[config.mk]
export PLATFORM = sky130hd
export DESIGN_NAME = radio_packet_receiver_flat
export DESIGN_NICKNAME = d
export VERILOG_FILES = /design/src/rtl/rpr_pkg.sv /design/src/rtl/rpr_rx_if.sv /design/src/rtl/rpr_cfg_if.sv /design/src/rtl/rpr_res_if.sv /design/src/rtl/radio_packet_receiver.sv /design/src/rtl/rpr_parser.sv /design/src/rtl/rpr_out_reg.sv /design/src/flat_wrapper.sv
export SDC_FILE = /design/constraint.sdc
export NUM_CORES = 1
export LEC_CHECK = 0
export ABC_AREA = 1
export BUFFER_PORTS_ARGS = -buffer_cell sky130_fd_sc_hd__buf_4
export CORE_MARGIN = 3
export CORE_UTILIZATION = 35
export DETAILED_ROUTE_END_ITERATION = 12
export PLACE_DENSITY_LB_ADDON = 0.2
export SLEW_MARGIN = 20
export SYNTH_ARGS = -nofsm -noshare
export SYNTH_HDL_FRONTEND = slang
export SYNTH_HIERARCHICAL = 1
export SYNTH_SLANG_ARGS = --single-unit
[constraint.sdc]
create_clock -name clk -period 4 [get_ports clk]
set_clock_uncertainty 0.1 [all_clocks]
set_input_delay 0.4 -clock clk [delete_from_list [all_inputs] [get_ports clk]]
set_output_delay 0.4 -clock clk [all_outputs]
set_load 0.05 [all_outputs]
[src/rtl/rpr_pkg.sv]
`timescale 1ns / 1ps

package rpr_pkg;

  localparam int unsigned BYTE_W = 8;
  localparam int unsigned POS_W  = 5;
  localparam int unsigned IDX_W  = 5;

  localparam logic [BYTE_W-1:0] HDR_FIRST  = 8'h20;
  localparam logic [BYTE_W-1:0] HDR_SECOND = 8'h40;

  localparam logic [POS_W-1:0] SUM_FIRST_POS  = 5'd1;
  localparam logic [POS_W-1:0] SUM_LAST_POS   = 5'd29;
  localparam logic [POS_W-1:0] CHAN_FIRST_POS = 5'd2;
  localparam logic [POS_W-1:0] CHAN_LAST_POS  = 5'd21;
  localparam logic [POS_W-1:0] CHECK_POS      = 5'd30;
  localparam logic [POS_W-1:0] POS_MAX        = 5'd31;

  typedef struct packed {
    logic              channel_valid;
    logic [IDX_W-1:0]  channel_index;
    logic [BYTE_W-1:0] channel_byte;
    logic              packet_done;
    logic              checksum_ok;
  } rpr_result_t;

endpackage

[src/rtl/rpr_rx_if.sv]
`timescale 1ns / 1ps

interface rpr_rx_if
  import rpr_pkg::*;
();
  logic              valid;
  logic              ready;
  logic [BYTE_W-1:0] rx_byte;

  modport source (output valid, output rx_byte, input ready);
  modport sink (input valid, input rx_byte, output ready);
endinterface

[src/rtl/rpr_cfg_if.sv]
`timescale 1ns / 1ps

interface rpr_cfg_if
  import rpr_pkg::*;
();
  logic              valid;
  logic              ready;
  logic [BYTE_W-1:0] checksum_start;

  modport source (output valid, output checksum_start, input ready);
  modport sink (input valid, input checksum_start, output ready);
endinterface

[src/rtl/rpr_res_if.sv]
`timescale 1ns / 1ps

interface rpr_res_if
  import rpr_pkg::*;
();
  logic              valid;
  logic              ready;
  logic              channel_valid;
  logic [IDX_W-1:0]  channel_index;
  logic [BYTE_W-1:0] channel_byte;
  logic              packet_done;
  logic              checksum_ok;

  modport source (
    output valid, output channel_valid, output channel_index, output channel_byte,
    output packet_done, output checksum_ok, input ready
  );
  modport sink (
    input valid, input channel_valid, input channel_index, input channel_byte,
    input packet_done, input checksum_ok, output ready
  );
endinterface

[src/rtl/radio_packet_receiver.sv]
`timescale 1ns / 1ps

// radio packet receiver: byte-serial parser for a 30-byte servo-radio packet
// rx: one received byte per transaction; a 0x20,0x40 pair starts a packet
// result: exactly one transaction per received byte, carrying channel byte
//   flags and index for positions 2 to 21, and packet done plus checksum
//   match for the byte at position 30
// cfg: write-only checksum start value, always ready; write only while idle
// path: an accepted byte is held in the input register, then in the result register
// throughput: one byte per cycle while result is taken, set by the single
//   parser stage between the input register and the result register
// stalls: when result is not taken the result register holds, the input
//   register holds its byte and rx.ready drops once both are full
// reset: position, checksum, last byte, checksum start and both valid
//   flags clear; bytes before a header count from position 1

module radio_packet_receiver
  import rpr_pkg::*;
(
  input  logic      clk,
  input  logic      rst,
  rpr_rx_if.sink    rx,
  rpr_cfg_if.sink   cfg,
  rpr_res_if.source result
);

  logic [BYTE_W-1:0] checksum_start;
  logic              adv;
  logic              res_valid;
  rpr_result_t       res;

  assign cfg.ready = 1'b1;

  always_ff @(posedge clk) begin
    if (rst) begin
      checksum_start <= '0;
    end else if (cfg.valid) begin
      checksum_start <= cfg.checksum_start;
    end
  end

  rpr_parser u_parser (
    .clk            (clk),
    .rst            (rst),
    .rx             (rx),
    .checksum_start (checksum_start),
    .adv            (adv),
    .res_valid      (res_valid),
    .res            (res)
  );

  rpr_out_reg u_out_reg (
    .clk       (clk),
    .rst       (rst),
    .res_valid (res_valid),
    .res       (res),
    .adv       (adv),
    .result    (result)
  );

endmodule

[src/rtl/rpr_parser.sv]
`timescale 1ns / 1ps

module rpr_parser
  import rpr_pkg::*;
(
  input  logic              clk,
  input  logic              rst,
  rpr_rx_if.sink            rx,
  input  logic [BYTE_W-1:0] checksum_start,
  input  logic              adv,
  output logic              res_valid,
  output rpr_result_t       res
);

  logic              in_valid;
  logic [BYTE_W-1:0] in_byte;
  logic [BYTE_W-1:0] last_byte;
  logic [POS_W-1:0]  position;
  logic [BYTE_W-1:0] running_sum;

  logic              fire;
  logic              hdr;
  logic [POS_W-1:0]  position_next;
  logic [BYTE_W-1:0] sum_base;
  logic [BYTE_W-1:0] running_sum_next;
  logic              in_sum;
  logic              in_chan;
  logic              at_check;

  assign fire     = in_valid && adv;
  assign rx.ready = !in_valid || adv;

  always_ff @(posedge clk) begin
    if (rst) begin
      in_valid <= 1'b0;
    end else if (rx.ready) begin
      in_valid <= rx.valid;
    end
    if (rx.ready && rx.valid) begin
      in_byte <= rx.rx_byte;
    end
  end

  always_comb begin
    hdr = (last_byte == HDR_FIRST) && (in_byte == HDR_SECOND);
    if (hdr) begin
      position_next = SUM_FIRST_POS;
      sum_base      = checksum_start;
    end else begin
      position_next = (position != POS_MAX) ? position + POS_W'(1) : position;
      sum_base      = running_sum;
    end
    in_sum   = (position_next >= SUM_FIRST_POS) && (position_next <= SUM_LAST_POS);
    in_chan  = (position_next >= CHAN_FIRST_POS) && (position_next <= CHAN_LAST_POS);
    at_check = (position_next == CHECK_POS);
    running_sum_next = in_sum ? sum_base - in_byte : sum_base;

    res.channel_valid = in_chan;
    res.channel_index = in_chan ? IDX_W'(position_next - CHAN_FIRST_POS) : '0;
    res.channel_byte  = in_chan ? in_byte : '0;
    res.packet_done   = at_check;
    res.checksum_ok   = at_check && (running_sum_next == in_byte);
  end

  assign res_valid = fire;

  always_ff @(posedge clk) begin
    if (rst) begin
      last_byte   <= '0;
      position    <= '0;
      running_sum <= '0;
    end else if (fire) begin
      last_byte   <= in_byte;
      position    <= position_next;
      running_sum <= running_sum_next;
    end
  end

  a_hdr_restart: assert property (@(posedge clk) disable iff (rst)
    fire && last_byte == HDR_FIRST && in_byte == HDR_SECOND |=> position == SUM_FIRST_POS)
    else $error("header did not restart the packet");

  a_pos_hold: assert property (@(posedge clk) disable iff (rst)
    !fire |=> $stable(position) && $stable(running_sum) && $stable(last_byte))
    else $error("parser state moved without a transaction");

  a_sat: assert property (@(posedge clk) disable iff (rst)
    fire && position == POS_MAX && !hdr |=> position == POS_MAX)
    else $error("position left saturation without a header");

  a_exclusive: assert property (@(posedge clk) disable iff (rst)
    res_valid |-> !(res.channel_valid && res.packet_done) &&
                  (res.packet_done || !res.checksum_ok))
    else $error("inconsistent result flags");

endmodule

[src/rtl/rpr_out_reg.sv]
`timescale 1ns / 1ps

module rpr_out_reg
  import rpr_pkg::*;
(
  input  logic        clk,
  input  logic        rst,
  input  logic        res_valid,
  input  rpr_result_t res,
  output logic        adv,
  rpr_res_if.source   result
);

  rpr_result_t data;

  assign adv = !result.valid || result.ready;

  always_ff @(posedge clk) begin
    if (rst) begin
      result.valid <= 1'b0;
    end else if (adv) begin
      result.valid <= res_valid;
    end
    if (adv && res_valid) begin
      data <= res;
    end
  end

  assign result.channel_valid = data.channel_valid;
  assign result.channel_index = data.channel_index;
  assign result.channel_byte  = data.channel_byte;
  assign result.packet_done   = data.packet_done;
  assign result.checksum_ok   = data.checksum_ok;

  a_no_loss: assert property (@(posedge clk) disable iff (rst)
    result.valid && !result.ready |=> result.valid && $stable(data))
    else $error("stalled result was lost or changed");

  a_no_load_on_stall: assert property (@(posedge clk) disable iff (rst)
    result.valid && !result.ready |-> !adv)
    else $error("result register advanced while stalled");

  a_load: assert property (@(posedge clk) disable iff (rst)
    adv && res_valid |=> result.valid)
    else $error("computed result not registered");

endmodule
[src/flat_wrapper.sv]
// flat-port wrapper written by rule: the top's interface ports become plain ports
module radio_packet_receiver_flat import rpr_pkg::*;
  (clk, rst, rx_valid, rx_rx_byte, rx_ready, cfg_valid, cfg_checksum_start, cfg_ready, result_valid, result_channel_valid, result_channel_index, result_channel_byte, result_packet_done, result_checksum_ok, result_ready);
  rpr_rx_if rx_i ();
  rpr_cfg_if cfg_i ();
  rpr_res_if result_i ();
  input  logic clk;
  input  logic rst;
  input wire logic [$bits(rx_i.valid)-1:0] rx_valid;
  input wire logic [$bits(rx_i.rx_byte)-1:0] rx_rx_byte;
  output wire logic [$bits(rx_i.ready)-1:0] rx_ready;
  input wire logic [$bits(cfg_i.valid)-1:0] cfg_valid;
  input wire logic [$bits(cfg_i.checksum_start)-1:0] cfg_checksum_start;
  output wire logic [$bits(cfg_i.ready)-1:0] cfg_ready;
  output wire logic [$bits(result_i.valid)-1:0] result_valid;
  output wire logic [$bits(result_i.channel_valid)-1:0] result_channel_valid;
  output wire logic [$bits(result_i.channel_index)-1:0] result_channel_index;
  output wire logic [$bits(result_i.channel_byte)-1:0] result_channel_byte;
  output wire logic [$bits(result_i.packet_done)-1:0] result_packet_done;
  output wire logic [$bits(result_i.checksum_ok)-1:0] result_checksum_ok;
  input wire logic [$bits(result_i.ready)-1:0] result_ready;
  assign rx_i.valid = rx_valid;
  assign rx_i.rx_byte = rx_rx_byte;
  assign rx_ready = rx_i.ready;
  assign cfg_i.valid = cfg_valid;
  assign cfg_i.checksum_start = cfg_checksum_start;
  assign cfg_ready = cfg_i.ready;
  assign result_valid = result_i.valid;
  assign result_channel_valid = result_i.channel_valid;
  assign result_channel_index = result_i.channel_index;
  assign result_channel_byte = result_i.channel_byte;
  assign result_packet_done = result_i.packet_done;
  assign result_checksum_ok = result_i.checksum_ok;
  assign result_i.ready = result_ready;
  radio_packet_receiver u_core (.clk(clk), .rst(rst), .rx(rx_i), .cfg(cfg_i), .result(result_i));
endmodule
==> impl_metrics.toml, run 1 <==
[clock_tree]
clk_pin_slew_ns = 0.10
clockBufferDepth = 2
root_buffer = "clkbuf_8"
cts_tree = "done"
cts-htree-levels = 2
cts.hold.buffers_added = 0
cts_setup_buffers = 0
clock_latency_ns = 0.31
clkSinkCount = 55
ctsResizeCount = 0
numCtsBuffers = 5

[pwr]
power_frac_clock_pct = 24.3
pwr_density_cell_mw_per_mm2 = 388
switching_share_pct = 33.3
intPower_uw = 942
leakage_nw = 1.79
ir_drop_v = 0.000154
p_seq_share_pct = 46.9
power_switching_uw = 470
power_frac_comb_pct = 28.8

[grt]
grt_max_degree = 36
gr-total-overflow = 0
grt_pass1_wl_mm = 12.1
grt_pass1_vias = 2471
antenna_found_initial = 0
grt_usage_pct = 14.9

[worst_setup_path]
cp_cell_sequence = "nor2_1 -> nand2_1 -> nor2_2 -> nand2_2 -> inv_4 -> nor2_1 -> nor2_1 -> ha_1 -> a21oi_1 -> nand2_1 -> a21boi_0 -> xor2_1 -> nand3b_2 -> nand2_1 -> nand2_1 -> nand2_1 -> nand2_1 -> nor2_1 -> nand2_1 -> nor2_2"
end_kind = "flop"
arrival_ns = 3.56
cp-start-kind = "flop"
cpMostUsedCell = "nand2_1"
crit_path_max_fanout = 13
required_ns = 4.08
cp_top_family = "simple AND/OR/NAND/NOR gates"
critPathSlowestCell = "edfxtp_1"
critical_path_class = "flop to flop"
crit_buf_inv = 1
cpPeakStageDelay_ns = 0.50

[floorplan]
start_util_pct = 36.3
core_mm2 = 0.00881
rows = 34
die_area_mm2 = 0.0103
io_pins = 40
die_h_um = 102
die_w_um = 102

[layout]
multi_input_area_mm2 = 0.00151
area_growth_pct = 13.8
layout.nets = 488
final_util_pct = 41.3
diodes = 0
drive_gt1_share_pct = 17.6
register_area_mm2 = 0.00134
final.fill_count = 915

[yosys]
ys_types = 38
netlist_instances = 418
ys_warn_count = 6
synth_seq_cells = 55
synth_nets = 453
synth.avg_cell_area_um2 = 7.65
netlist_area_mm2 = 0.00320
synth_seq_area_share_pct = 41.9

[route]
drtIter0Drc = 167
firstDrtPassIters = 6
wl_per_cell_um = 13.0
ant_nets = 0
drc = 0
vias_per_cell = 4.74
drt-total-wl_mm = 7.31
vias = 2665

[status]
status = "finished, final reports clean"

[timing]
slew_violations = 0
min_period_ns = 3.48
slew_headroom_pct = 50.6
rsz0062_at_grt = "false"
finalSetupViolations = 0
report.final.hold_viol_count = 0
fin_setup_tns_ns = 0
layout_setup_ws_ns = 0.520
clock.fmax_mhz = 287
tightestPinTransition_ns = 0.740
fin_crit_sh_pct = 87.0

[min_path]
hold_class = "input pin to flop"

[place]
portBuffers = 38
dp_slack_ns = 0.606
gp_congestion = 0.926
dp_hpwl_mm = 5.63

[run]
maxCapViolCount = 0
## placed cells by master, fill, tap and decap left out, types with 2 or more instances in the layout
cell	synthesis	routed
inv_2	2	2
nand3b_1	2	2
clkbuf_1	4	2
nand3_2	2	2
nand3_1	29	29
o211ai_1	6	6
dfxtp_1	31	31
nand2_1	71	71
buf_4	3	42
edfxtp_1	24	24
o21ai_0	17	17
ha_1	13	13
nand2_2	17	17
clkbuf_8	0	5
inv_1	57	57
clkinv_1	2	2
nor2_2	5	5
nand4_1	4	4
xnor2_1	4	4
nor2_1	76	76
a21oi_1	21	21
xor2_1	6	6
## layer usage
layer  GRT usage (%)  share of wire (%)
met5               0                  0
met4            4.50                1.2
met3            2.62                5.2
met2            21.6                 42
met1            22.4                 52
## Yosys cell counts (all sizes together)
library cell / instances / area share, %
conb: 1 / 0.12
buf: 10 / 3.0
ha: 13 / 5.1
clkinv: 2 / 0.23
fa: 1 / 0.63
nand4: 4 / 0.78
nand3: 31 / 5.2
inv: 60 / 7.1
clkbuf: 4 / 0.47
dfxtp: 31 / 19
a31oi: 1 / 0.20
o211ai: 6 / 1.4
o21ai: 19 / 3.1
nor2: 81 / 9.9
nand2: 89 / 12
xor2: 6 / 1.6
nand3b: 4 / 1.4
or2: 1 / 0.20
a21o: 1 / 0.23
a21boi: 2 / 0.47
xnor2: 4 / 1.1
o21a: 1 / 0.23
a21oi: 22 / 3.6
edfxtp: 24 / 23
## logic make-up (layout without fill, tap and decap cells)
| kind of cell | Yosys count | in the layout | synth area share [%] |
|---|---|---|---|
| AND/OR/NAND/NOR | 210 | 210 | 29.5 |
| buffers and inverters | 76 | 112 | 10.8 |
| flip-flops | 55 | 55 | 41.9 |
| AO/OA/AOI/OAI | 52 | 52 | 9.19 |
| adder cells (fa/ha/maj) | 14 | 14 | 5.71 |
| XOR/XNOR | 10 | 10 | 2.74 |
| other | 1 | 1 | 0.117 |
## path summary, 6_finish.rpt
check | from | to | slack (ns) | depth (start not counted)
worst max-delay path | u_core/u_parser/in_byte[1]$_DFFE_PP_ | u_core/u_out_reg/result.checksum_ok$_DFFE_PP_ | 0.52 | 20
worst min-delay path | rx_rx_byte[7] | u_core/u_parser/in_byte[7]$_DFFE_PP_ | 0.17 | 1
worst max register to register | u_core/u_parser/in_byte[1]$_DFFE_PP_ | u_core/u_out_reg/result.checksum_ok$_DFFE_PP_ | 0.52 | 20
worst min register to register | u_core/u_parser/last_byte[4]$_SDFFE_PP0P_ | u_core/u_parser/last_byte[4]$_SDFFE_PP0P_ | 0.38 | 2
## layout make-up
| type | instances | area share, % |
|---|---|---|
| Sequential cell | 55 | 36.9 |
| Tap cell | 108 | 3.71 |
| Timing Repair Buffer | 42 | 8.66 |
| Multi-Input combinational cell | 287 | 41.5 |
| Clock buffer | 8 | 2.78 |
| Inverter | 62 | 6.46 |
## registers in the layout (all words and copies together) (netlist names)
register	count
u_core/u_out_reg/result.channel_index	5
u_core/u_out_reg/result.valid	1
u_core/u_out_reg/result.channel_valid	1
u_core/u_parser/running_sum	8
u_core/u_out_reg/result.packet_done	1
u_core/u_parser/position	5
u_core/u_parser/in_byte	8
u_core/checksum_start	8
u_core/u_parser/in_valid	1
u_core/u_out_reg/result.checksum_ok	1
u_core/u_parser/last_byte	8
u_core/u_out_reg/result.channel_byte	8
## power groups by stage
| stage | Clock (mW) | Sequential, mW | Combinational (mW) |
|---|---|---|---|
| after detailed placement | 0 | 0.675 | 0.403 |
| after CTS | 0.356 | 0.662 | 0.406 |
| after global routing | 0.376 | 0.667 | 0.458 |
| final | 0.344 | 0.662 | 0.407 |
| after floorplan | 0 | 0.713 | 0.267 |
| after global placement | 0 | 0.674 | 0.402 |
## per-stage QoR
step | cells | hold slack [ns] | area (um^2) | power, mW
6_report | 562 | 0.166 | 3640 | 1.41
5_1_grt | 562 | 0.151 | 3640 | 1.50
4_1_cts | 562 | 0.155 | 3640 | 1.42
3_5_place_dp | 554 | 0.371 | 3540 | 1.08
3_3_place_gp | 554 | 0.367 | 3540 | 1.08
2_1_floorplan | 418 | 0.345 | 3200 | 0.980
## worst reg2reg max path, cell delays in order (launching register included)
cell and delay (ns):
edfxtp_1 0.50, nor2_1 0.13, nand2_1 0.07, nor2_2 0.11
nand2_2 0.21, inv_4 0.17, nor2_1 0.05, nor2_1 0.17
ha_1 0.32, a21oi_1 0.16, nand2_1 0.09, a21boi_0 0.29
xor2_1 0.11, nand3b_2 0.25, nand2_1 0.13, nand2_1 0.06
nand2_1 0.09, nand2_1 0.06, nor2_1 0.13, nand2_1 0.09
nor2_2 0.07
(Power assumes the default switching activity.)
==> run 2, diff against run 1 <==
==> constraint.sdc (replaced) <==
create_clock -name clk -period 4 [get_ports clk]
set_clock_uncertainty 0.1 [all_clocks]
set_input_delay 0.8 -clock clk [delete_from_list [all_inputs] [get_ports clk]]
set_output_delay 0.8 -clock clk [all_outputs]
set_load 0.05 [all_outputs]
==> run 2 against run 1 <==
  * Combinational power hardly changed
  * Maximum frequency is 0.33% higher
  * Largest power group unchanged
  * Total power is 2.5% higher
  * Sequential cell count stayed put
  * Sequential share of layout area is 0.088 points lower
  * Critical path type unchanged
==> impl_metrics.toml, run 2 (synthesis results as in run 1) <==
[route]
wl_per_cell_um = 13.0
drt-total-wl_mm = 7.32
drc = 0
drtIter0Drc = 129
vias_per_cell = 4.73
vias = 2660
firstDrtPassIters = 4
ant_nets = 0

[grt]
grt_pass1_vias = 2580
grt_pass1_wl_mm = 12.3
gr-total-overflow = 0
grt_max_degree = 36
grt_usage_pct = 15.0
antenna_found_initial = 0

[worst_setup_path]
cp_cell_sequence = "nor2_1 -> nand2_1 -> nor2_2 -> nand2_2 -> inv_4 -> nor2_1 -> nor2_1 -> ha_1 -> a21oi_1 -> nand2_1 -> a21boi_0 -> xor2_1 -> nand3b_2 -> nand2_1 -> nand2_1 -> nand2_1 -> nand2_1 -> nor2_1 -> nand2_1 -> nor2_2"
cpPeakStageDelay_ns = 0.51
reg2reg_from = "u_core/u_parser/in_byte[1]$_DFFE_PP_"
arrival_ns = 3.56
cpMostUsedCell = "nand2_1"
end_kind = "flop"
critPathSlowestCell = "edfxtp_1"
required_ns = 4.09
r2r_setup_slack_ns = 0.53
crit_buf_inv = 1
crit_path_max_fanout = 13
startpoint = "u_core/u_parser/in_byte[1]$_DFFE_PP_"
cp_top_family = "simple AND/OR/NAND/NOR gates"
critical_path_class = "flop to flop"
worstRegToRegCells = 20
cp-start-kind = "flop"
r2r-end = "u_core/u_out_reg/result.checksum_ok$_DFFE_PP_"

[clock_tree]
cts_tree = "done"
clockBufferDepth = 2
clock_latency_ns = 0.32
cts.hold.buffers_added = 0
clk_pin_slew_ns = 0.11
clkSinkCount = 55
numCtsBuffers = 5
cts-htree-levels = 2
cts_setup_buffers = 0
ctsResizeCount = 0
root_buffer = "clkbuf_8"

[min_path]
holdPathEnd = "u_core/u_parser/last_byte[4]$_SDFFE_PP0P_"
holdCritStartpoint = "u_core/u_parser/last_byte[4]$_SDFFE_PP0P_"
hold-path-cell-count = 2
hold_class = "flop to flop"

[status]
status = "finished, final reports clean"

[place]
gp_congestion = 0.959
dp_hpwl_mm = 5.60
portBuffers = 38
place_inst = 554

[pwr]
power_frac_clock_pct = 26.1
leakage_nw = 1.79
switching_share_pct = 33.2
power_frac_comb_pct = 28.1
power_mw = 1.45
power_switching_uw = 480
ir_drop_v = 0.000144
pwr_density_cell_mw_per_mm2 = 397
p_seq_share_pct = 45.8
intPower_uw = 967

[floorplan]
core_mm2 = 0.00881
rows = 34
io_pins = 40
die_area_mm2 = 0.0103
start_util_pct = 36.3
die_w_um = 102
die_h_um = 102

[layout]
fin_cells = 562
layout.nets = 488
final_common_cell = "nor2_1"
drive_gt1_share_pct = 17.8
diodes = 0
area_growth_pct = 14.1
final_cell_mix = "nor2_1 (76), nand2_1 (71), inv_1 (57)"

[timing]
fin_crit_sh_pct = 86.7
fin_setup_tns_ns = 0
report.final.hold_viol_count = 0
tightestPinTransition_ns = 0.741
finalSetupViolations = 0
clock.fmax_mhz = 288
slew_headroom_pct = 50.6
rsz0062_at_grt = "false"
slew_violations = 0
min_period_ns = 3.47

[run]
maxCapViolCount = 0
==> run 2: cell type report <==
type,instances,area (um^2)
well taps,108,135
clock buffers,6,72.6
fillers,904,5160
flip-flops and latches,55,1340
clock inverters,2,37.5
repair buffers,42,315
inverters,62,235
multi-input cells,287,1510
==> run 2: tightest hold or removal path, stage by stage, from the launching register on <==
cell and delay, ns:
dfxtp_1 0.32, inv_1 0.06, a21oi_1 0.06
==> run 2: metal layers <==
metal / up-vias / global-route usage [%] / part of all wire, %
li1: 1388 / - / -
met1: 1195 / 22.4 / 52
met2: 66 / 22.0 / 42
met3: 11 / 3.03 / 4.6
met4: 0 / 4.19 / 1.4
met5: - / 0 / 0
==> run 2: how the worst max path moves through the flow <==
stage | cells past startpoint | to | slack (ns)
finish | 20 | u_core/u_out_reg/result.checksum_ok$_DFFE_PP_ | 0.53
global route | 20 | u_core/u_out_reg/result.checksum_ok$_DFFE_PP_ | 0.11
CTS | 20 | u_core/u_out_reg/result.checksum_ok$_DFFE_PP_ | 0.57
detailed placement | 20 | u_core/u_out_reg/result.checksum_ok$_DFFE_PP_ | 0.59
global placement | 20 | u_core/u_out_reg/result.checksum_ok$_DFFE_PP_ | 0.62
floorplan | 22 | u_core/u_out_reg/result.checksum_ok$_DFFE_PP_ | 0.97
==> run 2: power by group through the flow <==
stage	Sequential, mW	Combinational, mW	Clock (mW)
after global placement	0.674	0.401	0
after CTS	0.662	0.405	0.386
final	0.662	0.407	0.378
after floorplan	0.713	0.267	0
after detailed placement	0.675	0.404	0
after global routing	0.667	0.460	0.410
==> run 2: metrics by stage <==
step | instance area, um^2 | setup WS, ns | utilization, % | hold WS (ns)
floorplan | 3200 | 0.968 | - | 0.345
global placement | 3540 | 0.624 | 40.2 | 0.367
detailed placement | 3540 | 0.593 | 40.2 | 0.372
CTS | 3650 | 0.571 | 41.4 | 0.385
global route | 3650 | 0.112 | 41.4 | 0.409
finish | 3650 | 0.531 | 41.4 | 0.384
==> run 3, diff against run 2 <==
--- a/config.mk
+++ b/config.mk
@@ -7,7 +7,6 @@
 export LEC_CHECK = 0
 export ABC_AREA = 1
 export BUFFER_PORTS_ARGS = -buffer_cell sky130_fd_sc_hd__buf_4
-export CORE_MARGIN = 3
 export CORE_UTILIZATION = 35
 export DETAILED_ROUTE_END_ITERATION = 12
 export PLACE_DENSITY_LB_ADDON = 0.2
==> run 3 against run 2 <==
  * Die area fell by 7.7%
  * First-iteration DRC count up 15%
  * Cell area down 0.62%
  * Final cell count did not move
  * Core utilization decreased by 0.056 points
  * Maximum frequency rose by 1.4%
  * Sequential power about the same
  * Largest cell class unchanged
  * Highest routed layer unchanged
==> impl_metrics.toml, run 3 (synthesis results as in run 1) <==
[route]
drt-total-wl_mm = 7.12
wl_met1_mm = 3.63
ant_nets = 0
met3_length_um = 388
vias_per_cell = 4.80
drtIter0Drc = 148
met2_length_mm = 2.97
firstDrtPassIters = 4
wl_per_cell_um = 12.7
drc = 0
vias = 2700
maxUsedRoutingLayer = "met4"

[pwr]
ir_drop_v = 0.000159
leakage_nw = 1.78
pwr_density_cell_mw_per_mm2 = 382

[grt]
grt_pass1_wl_mm = 12.1
gr-total-overflow = 0
antenna_found_initial = 0
grt_usage_pct = 15.7
grt_pass1_vias = 2460
grt_max_degree = 36

[timing]
fin_crit_sh_pct = 85.5
slew_violations = 0
rsz0062_at_grt = "false"
tightestPinTransition_ns = 0.705
clock.fmax_mhz = 292
fin_setup_tns_ns = 0
min_period_ns = 3.42
report.final.hold_viol_count = 0
slew_headroom_pct = 53.0
finalSetupViolations = 0

[clock_tree]
cts.hold.buffers_added = 0
ctsResizeCount = 0
clock_latency_ns = 0.31
cts_tree = "done"
clockBufferDepth = 2
numCtsBuffers = 5
cts-htree-levels = 2
root_buffer = "clkbuf_8"
cts_setup_buffers = 0
clk_pin_slew_ns = 0.11
clkSinkCount = 55

[layout]
final_cell_mix = "nor2_1 (76), nand2_1 (71), inv_1 (57)"
final.fill_count = 911
final_area_mm2 = 0.00363
area_growth_pct = 13.4
final_common_cell = "nor2_1"
layout.nets = 488
diodes = 0
drive_gt1_share_pct = 18.1

[worst_setup_path]
crit_buf_inv = 1
arrival_ns = 3.41
critPathSlowestCell = "edfxtp_1"
cpPeakStageDelay_ns = 0.51
cp-start-kind = "flop"
cp_top_family = "simple AND/OR/NAND/NOR gates"
end_kind = "flop"
cp_cell_sequence = "nor2_1 -> nand2_1 -> nor2_2 -> nand2_2 -> inv_4 -> nor2_1 -> nor2_1 -> ha_1 -> a21oi_1 -> a21boi_0 -> nor2_1 -> nor2_1 -> nor2_1 -> nor2_1 -> xnor2_1 -> nand2_1 -> o21ai_1 -> nand2_1 -> nand2_1 -> nor2_2"
required_ns = 3.99
crit_path_max_fanout = 13
cpMostUsedCell = "nor2_1"
critical_path_class = "flop to flop"

[place]
post_dp_cell_area_mm2 = 0.00354
dp_hpwl_mm = 5.49
gp_congestion = 0.940
portBuffers = 38

[floorplan]
io_pins = 40
start_util_pct = 36.5
die_h_um = 97.6
rows = 34
die_area_mm2 = 0.00952
core_mm2 = 0.00876
die_w_um = 97.6

[status]
status = "finished, final reports clean"

[run]
maxCapViolCount = 0

[min_path]
hold_class = "flop to flop"
-- run 3: worst min-delay path, delay by kind of cell (launching register included) --
kind            cells  cell delay [ns]
flops               1             0.32
compound gates      1             0.05
buf+inv             1             0.06
-- run 3: final timing paths --
path	from	to	slack, ns	cells after the start
worst max-delay path	u_core/u_parser/in_byte[0]$_DFFE_PP_	u_core/u_out_reg/result.checksum_ok$_DFFE_PP_	0.58	20
worst min-delay path	u_core/u_parser/last_byte[4]$_SDFFE_PP0P_	u_core/u_parser/last_byte[4]$_SDFFE_PP0P_	0.38	2
worst max register to register	u_core/u_parser/in_byte[0]$_DFFE_PP_	u_core/u_out_reg/result.checksum_ok$_DFFE_PP_	0.58	20
worst min register to register	u_core/u_parser/last_byte[4]$_SDFFE_PP0P_	u_core/u_parser/last_byte[4]$_SDFFE_PP0P_	0.38	2
-- run 3: routing by layer --
layer	global-route usage, %	vias up
met5	0	-
met4	5.20	0
met3	3.02	12
met2	23.5	83
met1	22.7	1207
li1	-	1398
-- run 3: cell type report --
cell class,instances,area [um^2],area share (%)
Clock inverter,3,18.8,0.518
Tap cell,108,135,3.73
Inverter,62,235,6.49
Timing Repair Buffer,42,315,8.70
Clock buffer,5,68.8,1.90
Sequential cell,55,1340,37.0
Multi-Input combinational cell,287,1510,41.7
-- run 3: metrics by stage --
stage	total power, mW	std cells	setup WS (ns)	utilization (%)	hold WS, ns
after floorplan	0.980	418	0.968	-	0.345
after global placement	1.07	554	0.680	40.4	0.366
after detailed placement	1.07	554	0.589	40.4	0.367
after CTS	1.39	562	0.580	41.4	0.381
after global routing	1.47	562	0.194	41.4	0.401
final	1.38	562	0.579	41.4	0.379
-- run 3: power by group --
| part | switching [mW] | leakage (nW) | internal [mW] |
|---|---|---|---|
| registers | 0.0270 | 0.486 | 0.635 |
| logic | 0.258 | 1.25 | 0.144 |
| clock network | 0.196 | 0.0483 | 0.124 |
| total | 0.481 | 1.78 | 0.903 |
